`src/lrupr_pkg.sv`:
```
// shared constants and types for the lru page replacement block
package lrupr_pkg;

    // fixed field widths of the ports
    localparam int PAGE_PORT_W = 16;
    localparam int SLOT_PORT_W = 4;
    localparam int CFG_W       = 5;
    localparam int FAULT_W     = 16;

    // defaults for the top level parameters
    localparam int DEF_MAX_FRAMES = 16;
    localparam int DEF_PAGE_BITS  = 16;

    // frame count after reset and saturation point of the fault count
    localparam logic [CFG_W-1:0]   FRAME_COUNT_RST = CFG_W'(4);
    localparam logic [FAULT_W-1:0] FAULT_MAX       = {FAULT_W{1'b1}};

    // control broadcast from the top level to every frame cell
    typedef struct packed {
        logic step;   // an item is accepted this cycle
        logic clear;  // drop all frames (register write or last reference)
        logic miss;   // the page is resident in no active frame
        logic full;   // no active frame is empty
    } t_cell_ctrl;

endpackage

```
`src/lru_page_replacement.sv`:
```
// Least recently used page replacement unit. One page reference is taken per
// beat and one result beat comes back for it. A reference is looked up, a
// frame is chosen and the table is updated in the cycle the beat is accepted;
// the result sits in an output register from the next cycle, and a new beat is
// taken in every cycle in which that register is empty or being drained, so the
// block sustains one reference per cycle. The cycle time is set by the ripple
// through the row of frame cells (page compare, first empty frame, oldest
// frame). Writing frame_count, or a reference marked last, clears the table
// and the fault count; frame_count of 0 acts as 1 and values above MAX_FRAMES
// act as MAX_FRAMES. A config write holds off the input for that cycle.
module lru_page_replacement
    import lrupr_pkg::*;
#(
    parameter int MAX_FRAMES = DEF_MAX_FRAMES,
    parameter int PAGE_BITS  = DEF_PAGE_BITS
) (
    input  logic                   i_clk,
    input  logic                   i_rst_n,
    // configuration
    input  logic                   i_cfg_valid,
    output logic                   o_cfg_ready,
    input  logic [CFG_W-1:0]       i_frame_count,
    // references
    input  logic                   i_in_valid,
    output logic                   o_in_ready,
    input  logic [PAGE_PORT_W-1:0] i_page_number,
    input  logic                   i_last_reference,
    // results
    output logic                   o_out_valid,
    input  logic                   i_out_ready,
    output logic                   o_hit,
    output logic [SLOT_PORT_W-1:0] o_frame_slot,
    output logic                   o_evicted_valid,
    output logic [PAGE_PORT_W-1:0] o_evicted_page,
    output logic [FAULT_W-1:0]     o_fault_total
);

    localparam int SLOT_W = (MAX_FRAMES > 1) ? $clog2(MAX_FRAMES) : 1;
    localparam int ACT_W  = $clog2(MAX_FRAMES + 1);
    localparam int CNT_W  = (ACT_W > CFG_W) ? ACT_W : CFG_W;

    logic                 w_in_fire;
    logic                 w_cfg_fire;
    logic [CFG_W-1:0]     r_frame_count;
    logic [CNT_W-1:0]     w_fc_ext;
    logic [CNT_W-1:0]     w_active;
    logic [SLOT_W-1:0]    w_oldest_rank;
    logic [PAGE_BITS-1:0] w_page;
    t_cell_ctrl           w_ctrl;

    logic                 w_empty_chain [MAX_FRAMES+1];
    logic                 w_hit_chain   [MAX_FRAMES+1];
    logic [SLOT_W-1:0]    w_slot_chain  [MAX_FRAMES+1];
    logic [PAGE_BITS-1:0] w_ev_chain    [MAX_FRAMES+1];
    logic [SLOT_W-1:0]    w_rank_chain  [MAX_FRAMES+1];

    logic [FAULT_W-1:0]   r_fault;
    logic [FAULT_W-1:0]   w_fault_next;

    logic                   r_out_valid;
    logic                   r_hit;
    logic [SLOT_PORT_W-1:0] r_slot;
    logic                   r_ev_valid;
    logic [PAGE_PORT_W-1:0] r_ev_page;
    logic [FAULT_W-1:0]     r_fault_total;

    // handshakes
    assign o_cfg_ready = 1'b1;
    assign w_cfg_fire  = i_cfg_valid;
    assign o_in_ready  = (!r_out_valid || i_out_ready) && !i_cfg_valid;
    assign w_in_fire   = i_in_valid && o_in_ready;

    // frame count register
    always_ff @(posedge i_clk) begin
        if (!i_rst_n) begin
            r_frame_count <= FRAME_COUNT_RST;
        end else if (w_cfg_fire) begin
            r_frame_count <= i_frame_count;
        end
    end

    // number of active frames and the rank of the oldest one when all are full
    assign w_fc_ext = CNT_W'(r_frame_count);
    always_comb begin
        if (w_fc_ext == '0) begin
            w_active = CNT_W'(1);
        end else if (w_fc_ext > CNT_W'(MAX_FRAMES)) begin
            w_active = CNT_W'(MAX_FRAMES);
        end else begin
            w_active = w_fc_ext;
        end
    end
    assign w_oldest_rank = SLOT_W'(w_active - CNT_W'(1));

    assign w_page = PAGE_BITS'(i_page_number);

    // chain heads
    assign w_empty_chain[0] = 1'b0;
    assign w_hit_chain[0]   = 1'b0;
    assign w_slot_chain[0]  = '0;
    assign w_ev_chain[0]    = '0;
    assign w_rank_chain[0]  = '0;

    // broadcast control
    assign w_ctrl.step  = w_in_fire;
    assign w_ctrl.clear = w_cfg_fire || (w_in_fire && i_last_reference);
    assign w_ctrl.miss  = !w_hit_chain[MAX_FRAMES];
    assign w_ctrl.full  = !w_empty_chain[MAX_FRAMES];

    // row of frame cells
    for (genvar g = 0; g < MAX_FRAMES; g++) begin : g_cell
        lrupr_cell #(
            .PAGE_BITS (PAGE_BITS),
            .SLOT_W    (SLOT_W),
            .CELL_IDX  (g)
        ) u_cell (
            .i_clk         (i_clk),
            .i_rst_n       (i_rst_n),
            .i_ctrl        (w_ctrl),
            .i_active      (CNT_W'(g) < w_active),
            .i_page        (w_page),
            .i_hit_rank    (w_rank_chain[MAX_FRAMES]),
            .i_oldest_rank (w_oldest_rank),
            .i_empty_seen  (w_empty_chain[g]),
            .o_empty_seen  (w_empty_chain[g+1]),
            .i_hit_any     (w_hit_chain[g]),
            .o_hit_any     (w_hit_chain[g+1]),
            .i_slot        (w_slot_chain[g]),
            .o_slot        (w_slot_chain[g+1]),
            .i_ev_page     (w_ev_chain[g]),
            .o_ev_page     (w_ev_chain[g+1]),
            .i_rank_chain  (w_rank_chain[g]),
            .o_rank_chain  (w_rank_chain[g+1])
        );
    end

    // saturating fault count
    assign w_fault_next = (w_ctrl.miss && (r_fault != FAULT_MAX)) ? r_fault + 1'b1 : r_fault;

    always_ff @(posedge i_clk) begin
        if (!i_rst_n) begin
            r_fault <= '0;
        end else if (w_ctrl.clear) begin
            r_fault <= '0;
        end else if (w_in_fire) begin
            r_fault <= w_fault_next;
        end
    end

    // output register valid
    always_ff @(posedge i_clk) begin
        if (!i_rst_n) begin
            r_out_valid <= 1'b0;
        end else if (w_in_fire) begin
            r_out_valid <= 1'b1;
        end else if (i_out_ready) begin
            r_out_valid <= 1'b0;
        end
    end

    // output register payload
    always_ff @(posedge i_clk) begin
        if (w_in_fire) begin
            r_hit         <= !w_ctrl.miss;
            r_slot        <= SLOT_PORT_W'(w_slot_chain[MAX_FRAMES]);
            r_ev_valid    <= w_ctrl.miss && w_ctrl.full;
            r_ev_page     <= PAGE_PORT_W'(w_ev_chain[MAX_FRAMES]);
            r_fault_total <= w_fault_next;
        end
    end

    assign o_out_valid     = r_out_valid;
    assign o_hit           = r_hit;
    assign o_frame_slot    = r_slot;
    assign o_evicted_valid = r_ev_valid;
    assign o_evicted_page  = r_ev_page;
    assign o_fault_total   = r_fault_total;

    // an eviction is always a fault with a nonzero count
    a_evict_is_fault: assert property (@(posedge i_clk) disable iff (!i_rst_n)
        (r_out_valid && r_ev_valid) |-> (!r_hit && (r_fault_total != '0)))
        else $error("eviction reported on a hit or with zero fault total");

    // no eviction means the evicted page reads zero
    a_evict_page_zero: assert property (@(posedge i_clk) disable iff (!i_rst_n)
        (r_out_valid && !r_ev_valid) |-> (r_ev_page == '0))
        else $error("evicted page nonzero without eviction");

    // a last reference leaves the fault count cleared
    a_last_clears: assert property (@(posedge i_clk) disable iff (!i_rst_n)
        (w_in_fire && i_last_reference) |=> (r_fault == '0))
        else $error("fault count not cleared after last reference");

    // a miss that is not last leaves a nonzero fault count
    a_miss_counts: assert property (@(posedge i_clk) disable iff (!i_rst_n)
        (w_in_fire && w_ctrl.miss && !i_last_reference) |=> (r_fault != '0))
        else $error("fault count zero after a miss");

endmodule

```
`src/lrupr_cell.sv`:
```
// one page frame: resident page, valid mark and recency rank, chained to its neighbors
module lrupr_cell
    import lrupr_pkg::*;
#(
    parameter int PAGE_BITS = DEF_PAGE_BITS,
    parameter int SLOT_W    = 4,
    parameter int CELL_IDX  = 0
) (
    input  logic                 i_clk,
    input  logic                 i_rst_n,
    input  t_cell_ctrl           i_ctrl,
    input  logic                 i_active,
    input  logic [PAGE_BITS-1:0] i_page,
    input  logic [SLOT_W-1:0]    i_hit_rank,
    input  logic [SLOT_W-1:0]    i_oldest_rank,
    input  logic                 i_empty_seen,
    output logic                 o_empty_seen,
    input  logic                 i_hit_any,
    output logic                 o_hit_any,
    input  logic [SLOT_W-1:0]    i_slot,
    output logic [SLOT_W-1:0]    o_slot,
    input  logic [PAGE_BITS-1:0] i_ev_page,
    output logic [PAGE_BITS-1:0] o_ev_page,
    input  logic [SLOT_W-1:0]    i_rank_chain,
    output logic [SLOT_W-1:0]    o_rank_chain
);

    localparam logic [SLOT_W-1:0] MY_SLOT = SLOT_W'(CELL_IDX);

    logic                 r_valid;
    logic [SLOT_W-1:0]    r_rank;
    logic [PAGE_BITS-1:0] r_page;
    logic                 n_valid;
    logic [SLOT_W-1:0]    n_rank;

    logic w_hit;
    logic w_empty;
    logic w_take_empty;
    logic w_victim;
    logic w_place;

    // lookup and placement decisions of this frame
    assign w_hit        = i_active && r_valid && (r_page == i_page);
    assign w_empty      = i_active && !r_valid;
    assign w_take_empty = i_ctrl.miss && w_empty && !i_empty_seen;
    assign w_victim     = i_ctrl.miss && i_ctrl.full && i_active && r_valid &&
                          (r_rank == i_oldest_rank);
    assign w_place      = w_take_empty || w_victim;

    // ripple toward the next cell
    assign o_empty_seen = i_empty_seen || w_empty;
    assign o_hit_any    = i_hit_any || w_hit;
    assign o_slot       = i_slot | ((w_hit || w_place) ? MY_SLOT : '0);
    assign o_ev_page    = i_ev_page | (w_victim ? r_page : '0);
    assign o_rank_chain = i_rank_chain | (w_hit ? r_rank : '0);

    // next valid mark and rank
    always_comb begin
        n_valid = r_valid;
        n_rank  = r_rank;
        if (i_ctrl.clear) begin
            n_valid = 1'b0;
            n_rank  = '0;
        end else if (i_ctrl.step) begin
            if (w_place) begin
                n_valid = 1'b1;
                n_rank  = '0;
            end else if (w_hit) begin
                n_rank = '0;
            end else if (i_active && r_valid && (i_ctrl.miss || (r_rank < i_hit_rank))) begin
                n_rank = r_rank + 1'b1;
            end
        end
    end

    // control state
    always_ff @(posedge i_clk) begin
        if (!i_rst_n) begin
            r_valid <= 1'b0;
            r_rank  <= '0;
        end else begin
            r_valid <= n_valid;
            r_rank  <= n_rank;
        end
    end

    // resident page, written on placement
    always_ff @(posedge i_clk) begin
        if (i_ctrl.step && w_place) begin
            r_page <= i_page;
        end
    end

endmodule
```
`config.mk`:
```
export PLATFORM = sky130hd
export DESIGN_NAME = lru_page_replacement
export DESIGN_NICKNAME = d
export VERILOG_FILES = /design/src/lrupr_pkg.sv /design/src/lru_page_replacement.sv /design/src/lrupr_cell.sv
export SDC_FILE = /design/constraint.sdc
export NUM_CORES = 1
export LEC_CHECK = 0
export BUFFER_PORTS_ARGS = -buffer_cell sky130_fd_sc_hd__buf_2
export CELL_PAD_IN_SITES_DETAIL_PLACEMENT = 0
export CELL_PAD_IN_SITES_GLOBAL_PLACEMENT = 1
export CORE_MARGIN = 3
export CORE_UTILIZATION = 47
export DETAILED_ROUTE_END_ITERATION = 10
export GPL_TIMING_DRIVEN = 1
export PLACE_DENSITY = 0.8
export SYNTH_ARGS = -nofsm -noshare
export SYNTH_HDL_FRONTEND = slang
export SYNTH_SLANG_ARGS = --single-unit
```
`constraint.sdc`:
```
create_clock -name i_clk -period 13.6 [get_ports i_clk]
set_clock_uncertainty 0.05 [all_clocks]
set_input_delay 0.68 -clock i_clk [delete_from_list [all_inputs] [get_ports i_clk]]
set_output_delay 0.68 -clock i_clk [all_outputs]
set_load 0.005 [all_outputs]
```
# Word-level counts from Yosys, hierarchy flattened
# Cells that the tools add are included.
[word_totals] register_bits=396 mem_bits_ro=0 in_bits=27 wordCells=614 ram_bits=0 latchBits=0 n_memories=0 out_inout_bits=41
[op_classes] n_div=0 order_cmp=33 n_reduce_logical=329 n_addsub=18 n_eq_ne=33 bitwise=45 muxes=100 mul=0 shifts=0
[op_table] op="4-bit 2-to-1 mux" n=72
[op_table] op="16-bit 2-to-1 mux" n=17
[op_table] op="16-bit == test" n=16
[op_table] op="16-bit bitwise OR" n=15
[op_table] op="1-bit logical AND" n=164
[op_table] op="4-bit bitwise OR" n=28
[op_table] op="1-bit logical OR" n=79
[op_table] op="4-bit by 1-bit adder with 4-bit output, second input constant" n=16
[op_table] op="4-bit == test" n=16
[op_table] op="4-bit less-than comparator" n=16
[op_table] op="2-bit AND reduction" n=32
[op_table] op="3-bit nonzero test" n=16
[op_table] op="4-bit by 5-bit less-than comparator with 1-bit output, first input constant" n=8
[op_table] op="1-bit logical NOT" n=35
[op_table] op="3-bit by 5-bit less-than comparator with 1-bit output, first input constant" n=4
[op_table] op="16-bit by 1-bit adder with 16-bit output, second input constant" n=1
[op_table] op="16-bit != test, second input constant" n=1
[op_table] op="3-bit 2-to-1 mux" n=4
[op_table] op="1-bit by 5-bit less-than comparator with 1-bit output, first input constant" n=2
[op_table] op="2-bit by 5-bit less-than comparator with 1-bit output, first input constant" n=2
[op_table] op="5-bit 2-to-1 mux" n=2
[op_table] op="5-bit > comparator, second input constant" n=1
[op_table] op="5-bit logical NOT" n=1
[op_table] op="2-bit 2-to-1 mux" n=2
[op_table] op="6 further kinds" n=8

# Logic depth before layout (Yosys ltp)
[logic_depth] depth_word=43 ltp_mapped=17

# Hierarchy
# Synthesis repeated with hierarchy kept, for this count alone.
[unflattened] cells_unflattened=2237 area_unflattened_um2=24402.2
[modules_own_cells] module="lrupr_cell (g_cell[10].u_cell ...)" n_inst=6 seq_area_each_um2=580.6 cells_per_inst=125 area_each_um2=1352.5
[modules_own_cells] module="lrupr_cell (g_cell[1].u_cell ...)" n_inst=4 seq_area_each_um2=580.6 cells_per_inst=124 area_each_um2=1351.3
[modules_own_cells] module="lrupr_cell (g_cell[11].u_cell ...)" n_inst=4 seq_area_each_um2=580.6 cells_per_inst=125 area_each_um2=1348.8
[modules_own_cells] module="lru_page_replacement" n_inst=1 seq_area_each_um2=1581.5 cells_per_inst=240 area_each_um2=2745.1
[modules_own_cells] module="lrupr_cell (g_cell[0].u_cell)" n_inst=1 seq_area_each_um2=580.6 cells_per_inst=126 area_each_um2=1386.3
[modules_own_cells] module="lrupr_cell (g_cell[15].u_cell)" n_inst=1 seq_area_each_um2=580.6 cells_per_inst=125 area_each_um2=1355.0

# Worst setup path after synthesis
# Ideal clock, no wire load.
[synth_timing] kind="register to register" start="register r_frame_count[4]" end="register g_cell[13].u_cell.r_page[0] (enable)" setup_time_ns=0.390 path_stages_with_launch=14 t_arrival_ns=4.271 slack_ns=8.889 path_cell_list="dfxtp_1 buf_6 buf_6 inv_1 a21oi_2 buf_2 ha_1 clkbuf_1 clkbuf_1 xor2_1 nand2_1 nor4_1 a21oi_1 nor2_1"
[synth_between] elab_chain_cells=28
[synth_rtl] element="from (decl)" line="lru_page_replacement.sv:44" text="logic [CFG_W-1:0] r_frame_count;"
[synth_rtl] element="from (signal assigned)" line="lru_page_replacement.sv:78" text="r_frame_count <= i_frame_count;"
[synth_rtl] element="5-bit > comparator" line="lru_page_replacement.sv:87" text="end else if (w_fc_ext > CNT_W'(MAX_FRAMES)) begin"
[synth_rtl] element="5-bit 2-to-1 mux" line="lru_page_replacement.sv:87"
[synth_rtl] element="5-bit 2-to-1 mux (*)" line="lru_page_replacement.sv:85" text="if (w_fc_ext == '0) begin"
[synth_rtl] element="1-bit by 5-bit less-than comparator with 1-bit output" line="lru_page_replacement.sv:120" text=".i_active (CNT_W'(g) < w_active),"
[synth_rtl] element="1-bit logical AND (2 in series)" line="lrupr_cell.sv:43" text="assign w_hit = i_active && r_valid && (r_page == i_page);"
[synth_rtl] element="1-bit logical OR (15 in series)" line="lrupr_cell.sv:52" text="assign o_hit_any = i_hit_any || w_hit;"
[synth_rtl] element="1-bit logical NOT" line="lru_page_replacement.sv:107" text="assign w_ctrl.miss = !w_hit_chain[MAX_FRAMES];"
[synth_rtl] element="1-bit logical AND (4 in series)" line="lrupr_cell.sv:46" text="assign w_victim = i_ctrl.miss && i_ctrl.full && i_active && r_valid &&"
[synth_rtl] element="1-bit logical OR (*)" line="lrupr_cell.sv:48" text="assign w_place = w_take_empty || w_victim;"
[synth_rtl] element="1-bit logical AND (*)" line="lrupr_cell.sv:89" text="if (i_ctrl.step && w_place) begin"
[synth_rtl] element="to (signal assigned)" line="lrupr_cell.sv:90" text="r_page <= i_page;"
[synth_rtl] element="to (decl)" line="lrupr_cell.sv:32" text="logic [PAGE_BITS-1:0] r_page;"
# Every way passes the cells marked *; elsewhere a longest branch is shown, timed or not.
# A chain may end at the register's enable or synchronous reset.

# Worst setup path after layout
[layout_timing] start="input i_page_number[3]" end="register g_cell[6].u_cell.r_rank[3]"
[layout_between] elab_chain_cells=25
[layout_rtl] element="from (decl)" line="lru_page_replacement.sv:26" text="input logic [PAGE_PORT_W-1:0] i_page_number,"
[layout_rtl] element="parallel branches: the longest is 25 deep, another holds 16-bit == test"
[layout_rtl] element="to (signal assigned)" line="lrupr_cell.sv:83" text="r_rank <= n_rank;"
[layout_rtl] element="to (decl)" line="lrupr_cell.sv:31" text="logic [SLOT_W-1:0] r_rank;"
# Several ways; the timed one is not identified.

==> flow_summary.yaml <==
run_status:
  status: "finished, final reports clean"
critical_path:
  crit_fanout: 32
  end_kind: "flop"
  r2r_slack_ns: 8.29
  reg2reg_from: "r_frame_count[3]$_SDFFE_PN0P_"
  reg2reg_depth: 12
  cp_data_arrival_time_ns: 5.78
  reg2reg_to: "g_cell[6].u_cell.r_rank[3]$_SDFFE_PP0P_"
  worstPathRequired_ns: 14.02
  startpoint_type: "input port"
  worstSetupPathType: "in -> reg"
global_route:
  grt-ovfl-total: 0
  grt_max_degree: 58
  antenna_found_initial: 0
  grt_pass1_vias: 17315
  grtUsageTotal: 0.332
  grt_pass1_wl_um: 122000
clocking:
  insertion_delay_ns: 0.59
  postCtsSetupBuffers: 0
  cts_resized: 0
  clockBufferDepth: 3
  tritoncts: "done"
  cts.reportedPaths.clkPinSlew_ns: 0.06
  cts_inserted_buffers: 43
  cts_max_level: 2
  clkSinkCount: 396
  cts-root-buf: "clkbuf_16"
  cts-hold-fix-buffers: 0
logic_synthesis:
  synth_edf_count: 294
  syn_inst: 2017
  synth_top_area_frac: 0.394
  synthesis.nets: 2110
  synth.area.top_cells: "edfxtp_1 (39%), xnor2_1 (9.9%), dfxtp_1 (9.1%)"
  yosys.area.top_type: "edfxtp_1"
  synth.ff_latch_count: 396
  synthTopCellsByCount: "edfxtp_1 (294), xnor2_1 (254), nor2_1 (127)"
  synthArstFlopShare: 0
  synth-seq-area-share: 0.486
  syn_avg_cell_area_sq_um: 11.1
  synthDistinctLibCells: 98
  netlist_area_sq_um: 22400
  yosysMostFrequentCell: "edfxtp_1"
  ys_warn_count: 0
  ys.flop_type: "edfxtp_1"
floorplan:
  coreArea_sq_um: 46800
  die_w_um: 224
  die_area_sq_um: 50300
  ios: 68
  initial_core_util: 0.479
  die_h_um: 224
  rows: 79
layout:
  syn_to_final_growth_pct: 10.7
  fillCellCount: 4029
  design_area_sq_um: 24800
  layout.nets: 2166
  diodes: 0
  drive_gt1_frac: 0.113
  final_util: 0.530
timing:
  slew_violations: 0
  timing.fmax_mhz: 186
  timing.hold.ws_ns: 0.237
  hold_viol_final: 0
  period_needed_ns: 5.36
  setup_violations: 0
  rsz0062_at_grt: "false"
  setup_slack_ns: 8.24
  setup_tns_ns: 0
  worstMarginPinSlew_ns: 1.35
  max-slew-margin-rel: 0.0998
  finalCritPeriodShare: 0.394
placement:
  portBuffers: 66
  hpwl_um: 59200
  place_area_sq_um: 23300
  gp_congestion: 1.02
  post-place-ws_ns: 7.81
worst_hold_path:
  hold_end: "r_frame_count[2]$_SDFFE_PN1P_"
  min_path_cells: 2
  holdCritPathClass: "in -> reg"
  holdCritStartpoint: "i_rst_n"
drt:
  viasPerCell: 6.69
  drt_iter0_markers: 2662
  firstDrtPassIters: 6
  wl_um: 84900
  ant_nets: 0
  via_count: 18162
  route.detailed.drc: 0
  wire_per_inst_um: 31.3
job:
  drv_cap: 0
pwr:
  power.density_nw_per_um2: 112
  power.leakage_nw: 8.06
  ir_worst_vdd_v: 0.000124
[worst max-delay path by stage]
stage / cells past startpoint / startpoint / slack, ns / endpoint
after floorplan: 13 / r_frame_count[4]$_SDFFE_PN0P_ / 8.89 / g_cell[13].u_cell.r_page[0]$_DFFE_PP_
after global placement: 14 / i_page_number[15] / 7.95 / g_cell[6].u_cell.r_rank[3]$_SDFFE_PP0P_
after detailed placement: 13 / i_page_number[3] / 7.81 / g_cell[6].u_cell.r_rank[3]$_SDFFE_PP0P_
after CTS: 13 / i_page_number[3] / 8.45 / g_cell[6].u_cell.r_rank[3]$_SDFFE_PP0P_
after global routing: 15 / i_page_number[3] / 8.02 / g_cell[12].u_cell.r_rank[2]$_SDFFE_PP0P_
final: 13 / i_page_number[3] / 8.24 / g_cell[6].u_cell.r_rank[3]$_SDFFE_PP0P_
[report_power, final]
group | total (W) | switching, W | internal [W]
Sequential | 0.00131 | 0.00000972 | 0.00130
Clock | 0.00126 | 0.000507 | 0.000758
Combinational | 0.000205 | 0.000142 | 0.0000632
Total | 0.00278 | 0.000658 | 0.00213
[worst max-delay path, cell delays in order]
cell and delay (ns):
buf_2 0.55, xor2_1 0.35, nor4_1 0.85, nand4_1 0.42, nor2_1 0.46, a221oi_1 0.16, and4_1 0.55, ha_1 0.35
a21o_1 0.16, a2111oi_0 0.42, o31ai_1 0.23, or2_1 0.30, mux2_2 0.27
[final cells by class]
| cell class | count | area [sq um] | share of cell area |
|---|---|---|---|
| multi-input combinational | 1493 | 10900 | 0.440 |
| timing repair buffer | 107 | 638 | 0.0258 |
| tap | 607 | 759 | 0.0307 |
| clock buffer | 56 | 1120 | 0.0454 |
| clock inverter | 23 | 360 | 0.0145 |
| sequential | 396 | 10900 | 0.439 |
| inverter | 32 | 121 | 0.00490 |
[sequential cells by signal, summed over array words and instances (netlist names)]
| name | cells |
|---|---|
| g_cell.u_cell.r_page | 256 |
| g_cell.u_cell.r_rank | 64 |
| g_cell.u_cell.r_valid | 16 |
| o_evicted_page | 16 |
| o_fault_total | 16 |
| r_fault | 16 |
| r_frame_count | 5 |
| o_frame_slot | 4 |
| o_evicted_valid | 1 |
| o_hit | 1 |
| o_out_valid | 1 |
[layout by cell type (no fill, tap or decap), types with 31 or more instances in the layout]
cell type,synthesis,final
nand2_1,89,89
buf_4,19,41
ha_1,66,66
a22oi_1,115,115
xor2_1,86,86
clkbuf_16,0,43
xnor2_1,254,254
nand4_1,96,96
nor2_1,127,121
buf_2,10,66
nand3_1,56,56
a21oi_1,68,67
o21ai_0,45,45
or3_1,31,31
dfxtp_1,102,102
edfxtp_1,294,294
nor3_1,44,41
[routing by layer]
| layer | track usage | wire length [um] | up-vias |
|---|---|---|---|
| li1 | - | - | 7841 |
| met1 | 0.434 | 32700 | 8841 |
| met2 | 0.514 | 37200 | 1160 |
| met3 | 0.0646 | 8540 | 320 |
| met4 | 0.203 | 6370 | 0 |
| met5 | 0 | 0 | - |
[metrics by stage]
stage	total power, W	std cells
2_1_floorplan	0.00147	2017
3_3_place_gp	0.00154	2635
3_5_place_dp	0.00154	2635
4_1_cts	0.00279	2714
5_1_grt	0.00286	2714
6_report	0.00278	2714
[logic make-up after synthesis]
kind of cell    Yosys count  share of synthesized area
fa+ha+maj                66                     0.0369
mux                      18                    0.00822
simple gates            611                      0.151
buf+inv                 128                     0.0340
flops                   396                      0.486
xor+xnor                342                      0.135
compound gates          455                      0.150
other cells               1                   0.000168
No activity file was read; power rests on OpenSTA's default activity.
